File: src/rsc_pkg.sv
// Shared types, constants and helpers for the radix string converter.
package rsc_pkg;

    localparam int INT_BITS  = 32;
    localparam int FRAC_BITS = 32;
    localparam int AW        = $clog2(INT_BITS);
    localparam int CNT_W     = $clog2(INT_BITS + 1);
    localparam int CAP_W     = 5;
    localparam int BASE_W    = 5;
    localparam int DIGIT_W   = 4;
    localparam int CHAR_W    = 7;

    localparam logic [CAP_W-1:0]  FRAC_CAP   = 5'd30;
    localparam logic [BASE_W-1:0] BASE_MIN   = 5'd2;
    localparam logic [BASE_W-1:0] BASE_MAX   = 5'd16;
    localparam logic [CHAR_W-1:0] CHAR_ZERO  = 7'h30;
    localparam logic [CHAR_W-1:0] CHAR_UPPER = 7'h41;
    localparam logic [CHAR_W-1:0] CHAR_DOT   = 7'h2E;

    typedef enum logic [1:0] {
        OUT_INT,
        OUT_DOT,
        OUT_FRAC
    } out_sel_t;

    typedef enum logic [3:0] {
        ST_IDLE,
        ST_CHECK,
        ST_DIV,
        ST_WRITE,
        ST_READ,
        ST_EMIT_INT,
        ST_DOT,
        ST_FMUL,
        ST_EMIT_FRAC
    } state_t;

    typedef struct packed {
        logic     load;
        logic     div_start;
        logic     div_step;
        logic     wr_digit;
        logic     rd_digit;
        logic     fmul;
        logic     out_load;
        out_sel_t out_sel;
        logic     out_last;
    } dp_cmd_t;

    typedef struct packed {
        logic quo_zero;
        logic cnt_zero;
        logic bit_last;
        logic frac_done;
        logic out_free;
    } dp_sts_t;

    function automatic logic [CHAR_W-1:0] digit_char(input logic [DIGIT_W-1:0] d);
        logic [CHAR_W-1:0] dx;
        dx = CHAR_W'(d);
        return (d < 4'd10) ? (CHAR_ZERO + dx) : (CHAR_UPPER + dx - 7'd10);
    endfunction

endpackage

File: src/rsc_ram.sv
// Generic single-write, single-read RAM with registered read data.
module rsc_ram #(
    parameter int WIDTH = 4,
    parameter int DEPTH = 32
) (
    input  logic                     aclk,
    input  logic                     wr_en,
    input  logic [$clog2(DEPTH)-1:0] wr_addr,
    input  logic [WIDTH-1:0]         wr_data,
    input  logic                     rd_en,
    input  logic [$clog2(DEPTH)-1:0] rd_addr,
    output logic [WIDTH-1:0]         rd_data
);

    logic [WIDTH-1:0] mem [DEPTH];
    logic [WIDTH-1:0] rd_data_reg;

    always_ff @(posedge aclk) begin
        if (wr_en) begin
            mem[wr_addr] <= wr_data;
        end
        if (rd_en) begin
            rd_data_reg <= mem[rd_addr];
        end
    end

    assign rd_data = rd_data_reg;

endmodule

File: src/rsc_datapath.sv
// Datapath: serial divider, digit store, fraction multiplier, output register.
module rsc_datapath (
    input  logic                               aclk,
    input  logic                               aresetn,
    input  logic                               cfg_wr_en,
    input  logic [rsc_pkg::CAP_W-1:0]          cfg_wr_data,
    input  logic [31:0]                        integer_part,
    input  logic [31:0]                        fraction_part,
    input  logic [rsc_pkg::BASE_W-1:0]         radix,
    input  rsc_pkg::dp_cmd_t                   cmd,
    output rsc_pkg::dp_sts_t                   sts,
    input  logic                               m_tready,
    output logic                               m_tvalid,
    output logic [rsc_pkg::CHAR_W-1:0]         m_char,
    output logic                               m_last
);
    import rsc_pkg::*;

    logic [CAP_W-1:0]     cap_reg;
    logic [CAP_W-1:0]     cap_eff;
    logic [INT_BITS-1:0]  quo_reg,     quo_next;
    logic [DIGIT_W-1:0]   rem_reg,     rem_next;
    logic [AW-1:0]        bit_cnt_reg, bit_cnt_next;
    logic [BASE_W-1:0]    base_reg,    base_next;
    logic [FRAC_BITS-1:0] frac_reg,    frac_next;
    logic [DIGIT_W-1:0]   fdig_reg,    fdig_next;
    logic [CNT_W-1:0]     cnt_reg,     cnt_next;
    logic [CAP_W-1:0]     femit_reg,   femit_next;
    logic                 m_valid_reg, m_valid_next;
    logic [CHAR_W-1:0]    m_char_reg,  m_char_next;
    logic                 m_last_reg,  m_last_next;

    logic [DIGIT_W:0]             trial;
    logic                         trial_ge;
    logic [DIGIT_W:0]             trial_sub;
    logic [FRAC_BITS+BASE_W-1:0]  product;
    logic [CNT_W-1:0]             cnt_m1;
    logic [DIGIT_W-1:0]           ram_rd_data;
    logic                         out_free;

    assign cap_eff = (cap_reg > FRAC_CAP) ? FRAC_CAP : cap_reg;

    // restoring division, one quotient bit per cycle
    assign trial     = {rem_reg, quo_reg[INT_BITS-1]};
    assign trial_ge  = (trial >= base_reg);
    assign trial_sub = trial - base_reg;

    assign product = (FRAC_BITS + BASE_W)'(frac_reg) * (FRAC_BITS + BASE_W)'(base_reg);
    assign cnt_m1  = cnt_reg - 1'b1;
    assign out_free = !m_valid_reg || m_tready;

    always_comb begin
        quo_next     = quo_reg;
        rem_next     = rem_reg;
        bit_cnt_next = bit_cnt_reg;
        base_next    = base_reg;
        frac_next    = frac_reg;
        fdig_next    = fdig_reg;
        cnt_next     = cnt_reg;
        femit_next   = femit_reg;
        m_char_next  = m_char_reg;
        m_last_next  = m_last_reg;
        m_valid_next = m_tready ? 1'b0 : m_valid_reg;

        if (cmd.load) begin
            quo_next   = INT_BITS'(integer_part);
            frac_next  = FRAC_BITS'(fraction_part);
            cnt_next   = '0;
            femit_next = '0;
            if (radix < BASE_MIN) begin
                base_next = BASE_MIN;
            end else if (radix > BASE_MAX) begin
                base_next = BASE_MAX;
            end else begin
                base_next = radix;
            end
        end
        if (cmd.div_start) begin
            rem_next     = '0;
            bit_cnt_next = '0;
        end
        if (cmd.div_step) begin
            quo_next     = {quo_reg[INT_BITS-2:0], trial_ge};
            rem_next     = trial_ge ? trial_sub[DIGIT_W-1:0] : trial[DIGIT_W-1:0];
            bit_cnt_next = bit_cnt_reg + 1'b1;
        end
        if (cmd.wr_digit) begin
            cnt_next = cnt_reg + 1'b1;
        end
        if (cmd.rd_digit) begin
            cnt_next = cnt_m1;
        end
        if (cmd.fmul) begin
            frac_next  = product[FRAC_BITS-1:0];
            fdig_next  = product[FRAC_BITS +: DIGIT_W];
            femit_next = femit_reg + 1'b1;
        end
        if (cmd.out_load) begin
            m_valid_next = 1'b1;
            m_last_next  = cmd.out_last;
            case (cmd.out_sel)
                OUT_INT:  m_char_next = digit_char(ram_rd_data);
                OUT_DOT:  m_char_next = CHAR_DOT;
                OUT_FRAC: m_char_next = digit_char(fdig_reg);
                default:  m_char_next = CHAR_DOT;
            endcase
        end
    end

    always_ff @(posedge aclk) begin
        if (!aresetn) begin
            cap_reg     <= FRAC_CAP;
            bit_cnt_reg <= '0;
            cnt_reg     <= '0;
            femit_reg   <= '0;
            m_valid_reg <= 1'b0;
        end else begin
            if (cfg_wr_en) begin
                cap_reg <= cfg_wr_data;
            end
            bit_cnt_reg <= bit_cnt_next;
            cnt_reg     <= cnt_next;
            femit_reg   <= femit_next;
            m_valid_reg <= m_valid_next;
        end
    end

    always_ff @(posedge aclk) begin
        quo_reg    <= quo_next;
        rem_reg    <= rem_next;
        base_reg   <= base_next;
        frac_reg   <= frac_next;
        fdig_reg   <= fdig_next;
        m_char_reg <= m_char_next;
        m_last_reg <= m_last_next;
    end

    rsc_ram #(
        .WIDTH (DIGIT_W),
        .DEPTH (INT_BITS)
    ) u_digit_store (
        .aclk    (aclk),
        .wr_en   (cmd.wr_digit),
        .wr_addr (cnt_reg[AW-1:0]),
        .wr_data (rem_reg),
        .rd_en   (cmd.rd_digit),
        .rd_addr (cnt_m1[AW-1:0]),
        .rd_data (ram_rd_data)
    );

    assign sts.quo_zero  = (quo_reg == '0);
    assign sts.cnt_zero  = (cnt_reg == '0);
    assign sts.bit_last  = (bit_cnt_reg == AW'(INT_BITS - 1));
    assign sts.frac_done = (frac_reg == '0) || (femit_reg >= cap_eff);
    assign sts.out_free  = out_free;

    assign m_tvalid = m_valid_reg;
    assign m_char   = m_char_reg;
    assign m_last   = m_last_reg;

endmodule

File: src/rsc_ctrl.sv
// Controller state machine sequencing division, digit readout and fraction steps.
module rsc_ctrl (
    input  logic             aclk,
    input  logic             aresetn,
    input  logic             s_tvalid,
    output logic             s_tready,
    input  rsc_pkg::dp_sts_t sts,
    output rsc_pkg::dp_cmd_t cmd
);
    import rsc_pkg::*;

    state_t state_reg, state_next;

    always_ff @(posedge aclk) begin
        if (!aresetn) begin
            state_reg <= ST_IDLE;
        end else begin
            state_reg <= state_next;
        end
    end

    always_comb begin
        state_next = state_reg;
        unique case (state_reg)
            ST_IDLE: begin
                if (s_tvalid) state_next = ST_CHECK;
            end
            ST_CHECK: begin
                if (!sts.quo_zero)     state_next = ST_DIV;
                else if (sts.cnt_zero) state_next = ST_DOT;
                else                   state_next = ST_READ;
            end
            ST_DIV: begin
                if (sts.bit_last) state_next = ST_WRITE;
            end
            ST_WRITE: begin
                state_next = ST_CHECK;
            end
            ST_READ: begin
                state_next = ST_EMIT_INT;
            end
            ST_EMIT_INT: begin
                if (sts.out_free) state_next = sts.cnt_zero ? ST_DOT : ST_READ;
            end
            ST_DOT: begin
                if (sts.out_free) state_next = sts.frac_done ? ST_IDLE : ST_FMUL;
            end
            ST_FMUL: begin
                state_next = ST_EMIT_FRAC;
            end
            ST_EMIT_FRAC: begin
                if (sts.out_free) state_next = sts.frac_done ? ST_IDLE : ST_FMUL;
            end
            default: state_next = ST_IDLE;
        endcase
    end

    always_comb begin
        cmd      = '0;
        cmd.out_sel = OUT_DOT;
        s_tready = 1'b0;
        unique case (state_reg)
            ST_IDLE: begin
                s_tready = 1'b1;
                cmd.load = s_tvalid;
            end
            ST_CHECK: begin
                cmd.div_start = !sts.quo_zero;
            end
            ST_DIV: begin
                cmd.div_step = 1'b1;
            end
            ST_WRITE: begin
                cmd.wr_digit = 1'b1;
            end
            ST_READ: begin
                cmd.rd_digit = 1'b1;
            end
            ST_EMIT_INT: begin
                cmd.out_load = sts.out_free;
                cmd.out_sel  = OUT_INT;
            end
            ST_DOT: begin
                cmd.out_load = sts.out_free;
                cmd.out_sel  = OUT_DOT;
                cmd.out_last = sts.frac_done;
            end
            ST_FMUL: begin
                cmd.fmul = 1'b1;
            end
            ST_EMIT_FRAC: begin
                cmd.out_load = sts.out_free;
                cmd.out_sel  = OUT_FRAC;
                cmd.out_last = sts.frac_done;
            end
            default: begin
                s_tready = 1'b0;
            end
        endcase
    end

endmodule

File: src/radix_string_converter_core.sv
// Top level of the radix string converter: controller, datapath and checks.
//
// Converts an unsigned number (integer part plus 0.32 fraction) to ASCII text
// in a base from 2 to 16. One input transfer on the s_axis channel carries the
// integer part, the fraction and the radix; the block answers with a run of
// character transfers on m_axis: integer digits most significant first (none
// for a zero integer part), a '.', then fraction digits until the fraction is
// zero or max_fraction_digits (cfg_wr_data, reset 30, 31 acts as 30) is hit.
// m_axis_tlast marks the final character of each conversion.
// Sequence: each integer digit costs one pass of the bit-serial divider (one
// quotient bit per cycle) plus a check state and a store write, and later a
// store readout (read, then emit); then the '.' is emitted, and each fraction
// digit takes one multiply and one load. The divider loop dominates the time.
// Reset (aresetn low, synchronous) returns to idle, drops m_axis_tvalid and
// restores the cap to 30. A stalled receiver holds the current character in the
// output register and the sequencer waits; s_axis_tready rises again as soon as
// the last character is loaded, even while it still waits to be taken.
module radix_string_converter_core (
    input  logic        aclk,
    input  logic        aresetn,
    // configuration: max_fraction_digits
    input  logic        cfg_wr_en,
    input  logic [4:0]  cfg_wr_data,
    // input stream
    input  logic        s_axis_tvalid,
    output logic        s_axis_tready,
    input  logic [71:0] s_axis_tdata,  // [31:0] integer_part, [63:32] fraction_part,
                                       // [68:64] radix, [71:69] zero
    // result stream
    output logic        m_axis_tvalid,
    input  logic        m_axis_tready,
    output logic [7:0]  m_axis_tdata,  // [6:0] character, [7] zero
    output logic        m_axis_tlast   // last_char
);
    import rsc_pkg::*;

    dp_cmd_t           cmd;
    dp_sts_t           sts;
    logic [CHAR_W-1:0] m_char;

    rsc_ctrl u_ctrl (
        .aclk     (aclk),
        .aresetn  (aresetn),
        .s_tvalid (s_axis_tvalid),
        .s_tready (s_axis_tready),
        .sts      (sts),
        .cmd      (cmd)
    );

    rsc_datapath u_dp (
        .aclk          (aclk),
        .aresetn       (aresetn),
        .cfg_wr_en     (cfg_wr_en),
        .cfg_wr_data   (cfg_wr_data),
        .integer_part  (s_axis_tdata[31:0]),
        .fraction_part (s_axis_tdata[63:32]),
        .radix         (s_axis_tdata[68:64]),
        .cmd           (cmd),
        .sts           (sts),
        .m_tready      (m_axis_tready),
        .m_tvalid      (m_axis_tvalid),
        .m_char        (m_char),
        .m_last        (m_axis_tlast)
    );

    assign m_axis_tdata = {1'b0, m_char};

    // one conversion at a time: an accepted transfer closes the input side
    a_single_item: assert property (@(posedge aclk) disable iff (!aresetn)
        (s_axis_tvalid && s_axis_tready) |=> !s_axis_tready)
        else $error("input accepted while a conversion is running");

    // only digits 0-9, A-F and '.' ever leave the block
    a_legal_char: assert property (@(posedge aclk) disable iff (!aresetn)
        m_axis_tvalid |-> ((m_axis_tdata >= 8'h30 && m_axis_tdata <= 8'h39) ||
                           (m_axis_tdata >= 8'h41 && m_axis_tdata <= 8'h46) ||
                           (m_axis_tdata == 8'h2E)))
        else $error("illegal character on result stream");

    // the output register is only reloaded once its transfer is done
    a_no_overwrite: assert property (@(posedge aclk) disable iff (!aresetn)
        cmd.out_load |-> (!m_axis_tvalid || m_axis_tready))
        else $error("result register overwritten before transfer");

endmodule

File: config.mk
export PLATFORM = sky130hd
export DESIGN_NAME = radix_string_converter_core
export DESIGN_NICKNAME = d
export VERILOG_FILES = /design/src/rsc_pkg.sv /design/src/rsc_ram.sv /design/src/rsc_datapath.sv /design/src/rsc_ctrl.sv /design/src/radix_string_converter_core.sv
export SDC_FILE = /design/constraint.sdc
export NUM_CORES = 1
export LEC_CHECK = 0
export BUFFER_PORTS_ARGS = -buffer_cell sky130_fd_sc_hd__clkbuf_2
export CAP_MARGIN = 20
export CORE_MARGIN = 2
export CORE_UTILIZATION = 35
export CTS_BUF_LIST = sky130_fd_sc_hd__clkbuf_8
export CTS_CLUSTER_SIZE = 20
export DETAILED_ROUTE_END_ITERATION = 10
export MAX_ROUTING_LAYER = met4
export PLACE_DENSITY_LB_ADDON = 0.2
export SLEW_MARGIN = 10
export SYNTH_ARGS = -nofsm -noshare
export SYNTH_HDL_FRONTEND = slang
export SYNTH_HIERARCHICAL = 1
export SYNTH_SLANG_ARGS = --single-unit
export TNS_END_PERCENT = 5
File: constraint.sdc
create_clock -name aclk -period 5 [get_ports aclk]
set_clock_uncertainty 0.2 [all_clocks]
set_input_delay 0.5 -clock aclk [delete_from_list [all_inputs] [get_ports aclk]]
set_output_delay 0.5 -clock aclk [all_outputs]
set_load 0.02 [all_outputs]
* Yosys cells after proc, flatten, opt, wreduce, memory -nomap -nowiden *
Memories as Yosys holds them, arrays and structs flattened. A register that Yosys moved wholly into a read port is not among the register bits.
Cells that the tools add are included.

word-level totals
  memories kept = 1
  memory bits (writable) = 128
  flip-flop bits (word level) = 111
  bits of input ports = 82
  output and inout bits = 11
  logic and storage cells = 104

memories
  memory                  depth  width  read ports  clocked after memory_dff  wr ports  RTL line       source
  u_dp.u_digit_store.mem  32     4      1           1                         1         rsc_ram.sv:15  logic [WIDTH-1:0] mem [DEPTH];

cells by class
  reductions and logical operators = 17
  equal/unequal tests = 14
  multiply operators = 1
  order comparisons = 7
  $add $sub $neg = 11
  muxes and demuxes = 39

operators with widths
  kind                 count
  $mux 32              4
  $logic_not 32->1     2
  $mul 32x5->36        1
  $mux 4               8
  $pmux 4 s8           1
  $mux 5               6
  $mux 6               3
  $eq 4x3->1 const B   4
  $add 6x4->7 const A  2
  $add 7x4->7 const A  2
  $mux 7               2
  $pmux 7 s2           1
  $sub 7x4->7 const B  2
  $mux 1               11
  $add 5x1->5 const B  2
  $ge 5x5->1           2
  $gt 5x5->1 const B   2
  $pmux 3 s3           1
  $eq 4x2->1 const B   2
  $lt 4x4->1 const B   2
  $reduce_bool 2->1    4
  $add 6x1->6 const B  1
  $logic_not 6->1      1
  $sub 6x1->6 const B  1
  other kinds (17)     22

* Logic depth before layout (Yosys ltp) *
  depth after elaboration = 7
  mapped depth = 17
  mapped depth without buffers = 16

* Cells and area by module *
Netlist, hierarchy kept.

modules (own cells, without submodules)
  module                       cells each  instances  area each (µm²)  seq. area each (µm²)
  rsc_datapath                 1083        1          10427.5          2992.9
  rsc_ram                      231         1          5178.7           3963.8
  rsc_ctrl                     65          1          455.4            80.1
  radix_string_converter_core  2           1          11.3             0.0

* Least setup slack after synthesis *
OpenSTA, ideal clock, no wires.

  kind = reg2reg
  from = register u_dp.base_reg[4]
  to = register u_dp.frac_reg[29] (data pin)
  path slack = 0.157 ns
  setup time = 0.260 ns
  required time = 4.540 ns
  clock period less this slack = 4.843 ns
  path buffers = 2
  arrival = 4.384 ns
  cell stages (with the launch flop) = 17
  cells stage by stage = edfxtp_1 -> clkbuf_1 -> and2_1 -> fa_1 -> fa_1 -> inv_1 -> fa_1 -> inv_1 -> ha_1 -> clkbuf_1 -> nand2_1 -> or4_1 -> or3_1 -> o21ba_4 -> o21bai_1 -> xor2_1 -> mux2_2

on the way
  word-level cells in the longest chain between the ends = 2

ends and longest elaborated chain
  item                    RTL line             source
  start, declared         rsc_datapath.sv:24   logic [BASE_W-1:0] base_reg, base_next;
  start signal, assigned  rsc_datapath.sv:131  base_reg <= base_next;
  $mul 32x5->36           rsc_datapath.sv:48   assign product = (FRAC_BITS + BASE_W)'(frac_reg) * (FRAC_BITS + BASE_W)'(base_reg);
  $mux 32                 rsc_datapath.sv:93   if (cmd.fmul) begin
  net u_dp.frac_next[29]  rsc_datapath.sv:25   logic [FRAC_BITS-1:0] frac_reg, frac_next;
  end signal, assigned    rsc_datapath.sv:132  frac_reg <= frac_next;
  end, declared           rsc_datapath.sv:25

The timed path passes the listed nets, and every way through them passes these cells.
A chain may end at the register's enable or synchronous reset.

* Final worst setup path *
  from = register u_dp.base_reg[2]
  to = register u_dp.frac_reg[29] (data pin)

The elaborated chain is that of the path after synthesis.

==> impl_metrics.py <==
metrics = {
    "sta": {
        "relSlewSlack_pct": 25.37,
        "rsz0062_at_grt": "true",
        "finalSetupViolations": 0,
        "post-route-min-period_ps": 4897,
        "fmax_mhz": 204.2,
        "maxSlewViolCount": 0,
        "worst_pin_slew_ps": 1111,
        "period_share_pct": 97.93,
        "finalHoldViolations": 0,
    },
    "place": {
        "dp_hpwl_mm": 27.19,
        "placed_cells": 2052,
        "io_buffers": 88,
        "gp_congestion": 0.8163,
    },
    "setup_path": {
        "critPathKind": "reg2reg",
        "critPathMaxFanout": 8,
        "cp.required_ps": 5170,
        "endpoint_kind": "register",
        "cp.arrival_ps": 5060,
        "critPathLaunchType": "register",
    },
    "power_and_ir_drop": {
        "power.total_mw": 10.45,
        "leakage_nw": 7.766,
        "cellPowerDensity_mw_per_mm2": 535.2,
        "ir_drop_uv": 291.8,
    },
    "global_route": {
        "grt_max_degree": 49,
        "met1_usage_pct": 22.66,
        "busiest_layer": "met2",
        "antenna_found_initial": 0,
        "grt.total_usage_pct": 17.08,
        "grt_pass1_vias": 11320,
        "overflow": 0,
        "grt_pass1_wl_mm": 62.10,
        "use_met3_pct": 3.132,
        "grt_use_met2_pct": 26.76,
    },
    "logic_synthesis": {
        "syn_avg_cell_area_sq_um": 11.64,
        "yosysWarnings": 6,
        "synth_area_sq_mm": 0.01607,
        "synth_top_family_by_area": "adder cells",
        "synthXorXnorAreaFrac_pct": 2.289,
        "synthSimpleGateAreaFrac_pct": 14.39,
        "ys_types": 82,
        "synth_compound_area_share_pct": 7.582,
        "synthesis.nets": 1615,
        "synth_ff_type": "edfxtp_1",
        "synthMuxAreaShare_pct": 10.27,
        "synth-seq-cells": 243,
        "synth_fa_ha_area_share_pct": 16.04,
        "synth_edf_count": 217,
        "syn_inst": 1381,
        "seq_area_frac_synth_pct": 43.78,
        "synthArstFlopShare_pct": 0,
    },
    "cells_and_area": {
        "nets": 1819,
        "drive_gt1_share_pct": 24.28,
        "stdcell_count": 2223,
        "area.growth.synth_to_final_pct": 21.48,
        "diodes": 0,
        "nFillCells": 4273,
        "largest_reg_flops": 128,
    },
    "drt": {
        "drt_wl_total_mm": 39.12,
        "detail_route.wl_per_cell_um": 17.60,
        "num_vias": 10970,
        "ant_nets": 0,
        "drtIter0Drc": 663,
        "drc": 0,
        "routed_via_density": 4.937,
        "firstDrtPassIters": 5,
    },
    "clocking": {
        "clk_pin_slew_ps": 60,
        "cts.sinks": 243,
        "cts_inserted_buffers": 46,
        "h-tree-depth": 2,
        "root_buffer": "clkbuf_8",
        "insertion_delay_ps": 610,
        "cts_tree": "built",
        "clock_path_buffers": 3,
    },
    "floorplan": {
        "die-area_sq_mm": 0.04765,
        "ios": 93,
        "core_area_sq_mm": 0.04538,
        "initial_core_util_pct": 35.42,
        "die_h_um": 218.3,
        "rows": 78,
        "die_w_um": 218.3,
    },
    "status": {
        "status": "finished, final reports clean",
    },
    "run": {
        "maxCapViolations": 0,
    },
    "hold_path": {
        "hp-class": "in2reg",
    },
}
Yosys cell counts (8+ instances only):
library cell	instances	area [sq um]
buf_2	8	40.04
nor2_1	83	311.6
ha_1	62	775.7
a211oi_1	10	75.07
nand3_1	20	100.1
xor2_1	13	113.9
mux4_2	40	900.9
fa_1	90	1802
edfxtp_1	217	6516
nor2b_1	14	87.58
inv_1	158	593.1
and2_1	122	763.2
a21o_1	12	90.09
nor3_1	17	85.08
o211ai_1	8	60.06
nand2_1	81	304.0
nor3b_1	11	82.58
buf_1	8	30.03
xnor2_1	29	254.0
nand3b_1	8	60.06
nand4_1	15	93.84
nor4_1	22	137.6
mux2_2	59	664.4
o21bai_1	8	60.06
clkbuf_1	42	157.7
a21oi_1	47	235.2
nand2b_1	10	62.56
o21ai_0	39	195.2
dfxtp_1	26	520.5
final timing paths:
check / startpoint / endpoint / slack, ps / cells past startpoint
max: u_dp/base_reg[2]$_SDFFCE_PP0P_ / u_dp/frac_reg[29]$_DFFE_PP_ / 100 / 16
min: aresetn / u_ctrl/state_reg[3]$_SDFFE_PN0P_ / 50 / 2
max reg2reg: u_dp/base_reg[2]$_SDFFCE_PP0P_ / u_dp/frac_reg[29]$_DFFE_PP_ / 100 / 16
min reg2reg: u_dp/cnt_reg[5]$_SDFFE_PN0P_ / u_dp/cnt_reg[5]$_SDFFE_PN0P_ / 300 / 1
worst max-delay path, cell delays in order (launching register included):
cell	delay, ps
edfxtp_1	440
buf_12	170
buf_8	130
and2_4	140
fa_2	440
fa_1	540
inv_1	50
fa_1	520
inv_1	60
ha_4	270
inv_1	40
or4_4	480
or3_4	400
o21ba_4	270
o21bai_1	160
xor2_1	80
mux2_2	260
report_power, final:
part / internal, mW / switching [mW] / total [mW]
Combinational: 2.48 / 3.20 / 5.68
Sequential: 2.57 / 0.159 / 2.73
Clock: 1.12 / 0.925 / 2.05
Total: 6.17 / 4.29 / 10.5
stage by stage:
step           instance area (sq um)  utilization, %  hold WS, ps  setup TNS [ps]  setup WS, ps
2_1_floorplan                  16070               -        239.7               0         156.6
3_3_place_gp                   17410           38.36        258.0               0         68.94
3_5_place_dp                   17410           38.36        281.6               0         12.62
4_1_cts                        19120           42.14        2.867               0         18.62
5_1_grt                        19530           43.02        29.04          -139.1        -55.18
6_report                       19530           43.02        53.04               0         103.4
what timing repair did:
action	in CTS	in global routing
buffers inserted	0	9
hold buffers	74	0
hold endpoints to repair	68	0
setup endpoints to repair	0	18
gates resized for setup	0	62
placed cells by master, fill, tap and decap left out, types with 47 or more instances in the layout:
master	count
clkbuf_2	88
inv_1	167
fa_1	88
buf_4	51
nand2_1	78
nor2_1	82
clkbuf_8	55
mux2_2	59
and2_1	119
dlygate4sd3_1	74
ha_1	47
edfxtp_1	217
cell families (layout without fill, tap and decap cells):
group                      Yosys count  count (layout)
adders and majority gates          152             152
xor gates and xnor gates            42              42
other                                1               1
DFF                                243             243
muxes                              107             107
and+or+nand+nor                    432             432
buffers and inverters              227             469
AOI/OAI and AO/OA                  177             177
routing by layer:
layer  wire [um]  vias to the layer above
met1       18300                     5401
met2       18230                      240
li1            -                     5281
met3        1875                       52
met4         718                        0
met5           0                        -
area by class of cell:
cell class	count	area [sq um]	share of cell area [%]
multi-input cells	911	8424	43.15
flip-flops and latches	243	7037	36.04
repair buffers	222	1734	8.882
clock buffers	55	757.0	3.877
well taps	600	750.7	3.845
inverters	161	604.3	3.095
clock inverters	31	217.7	1.115
Power figures use the tool's default switching activity.
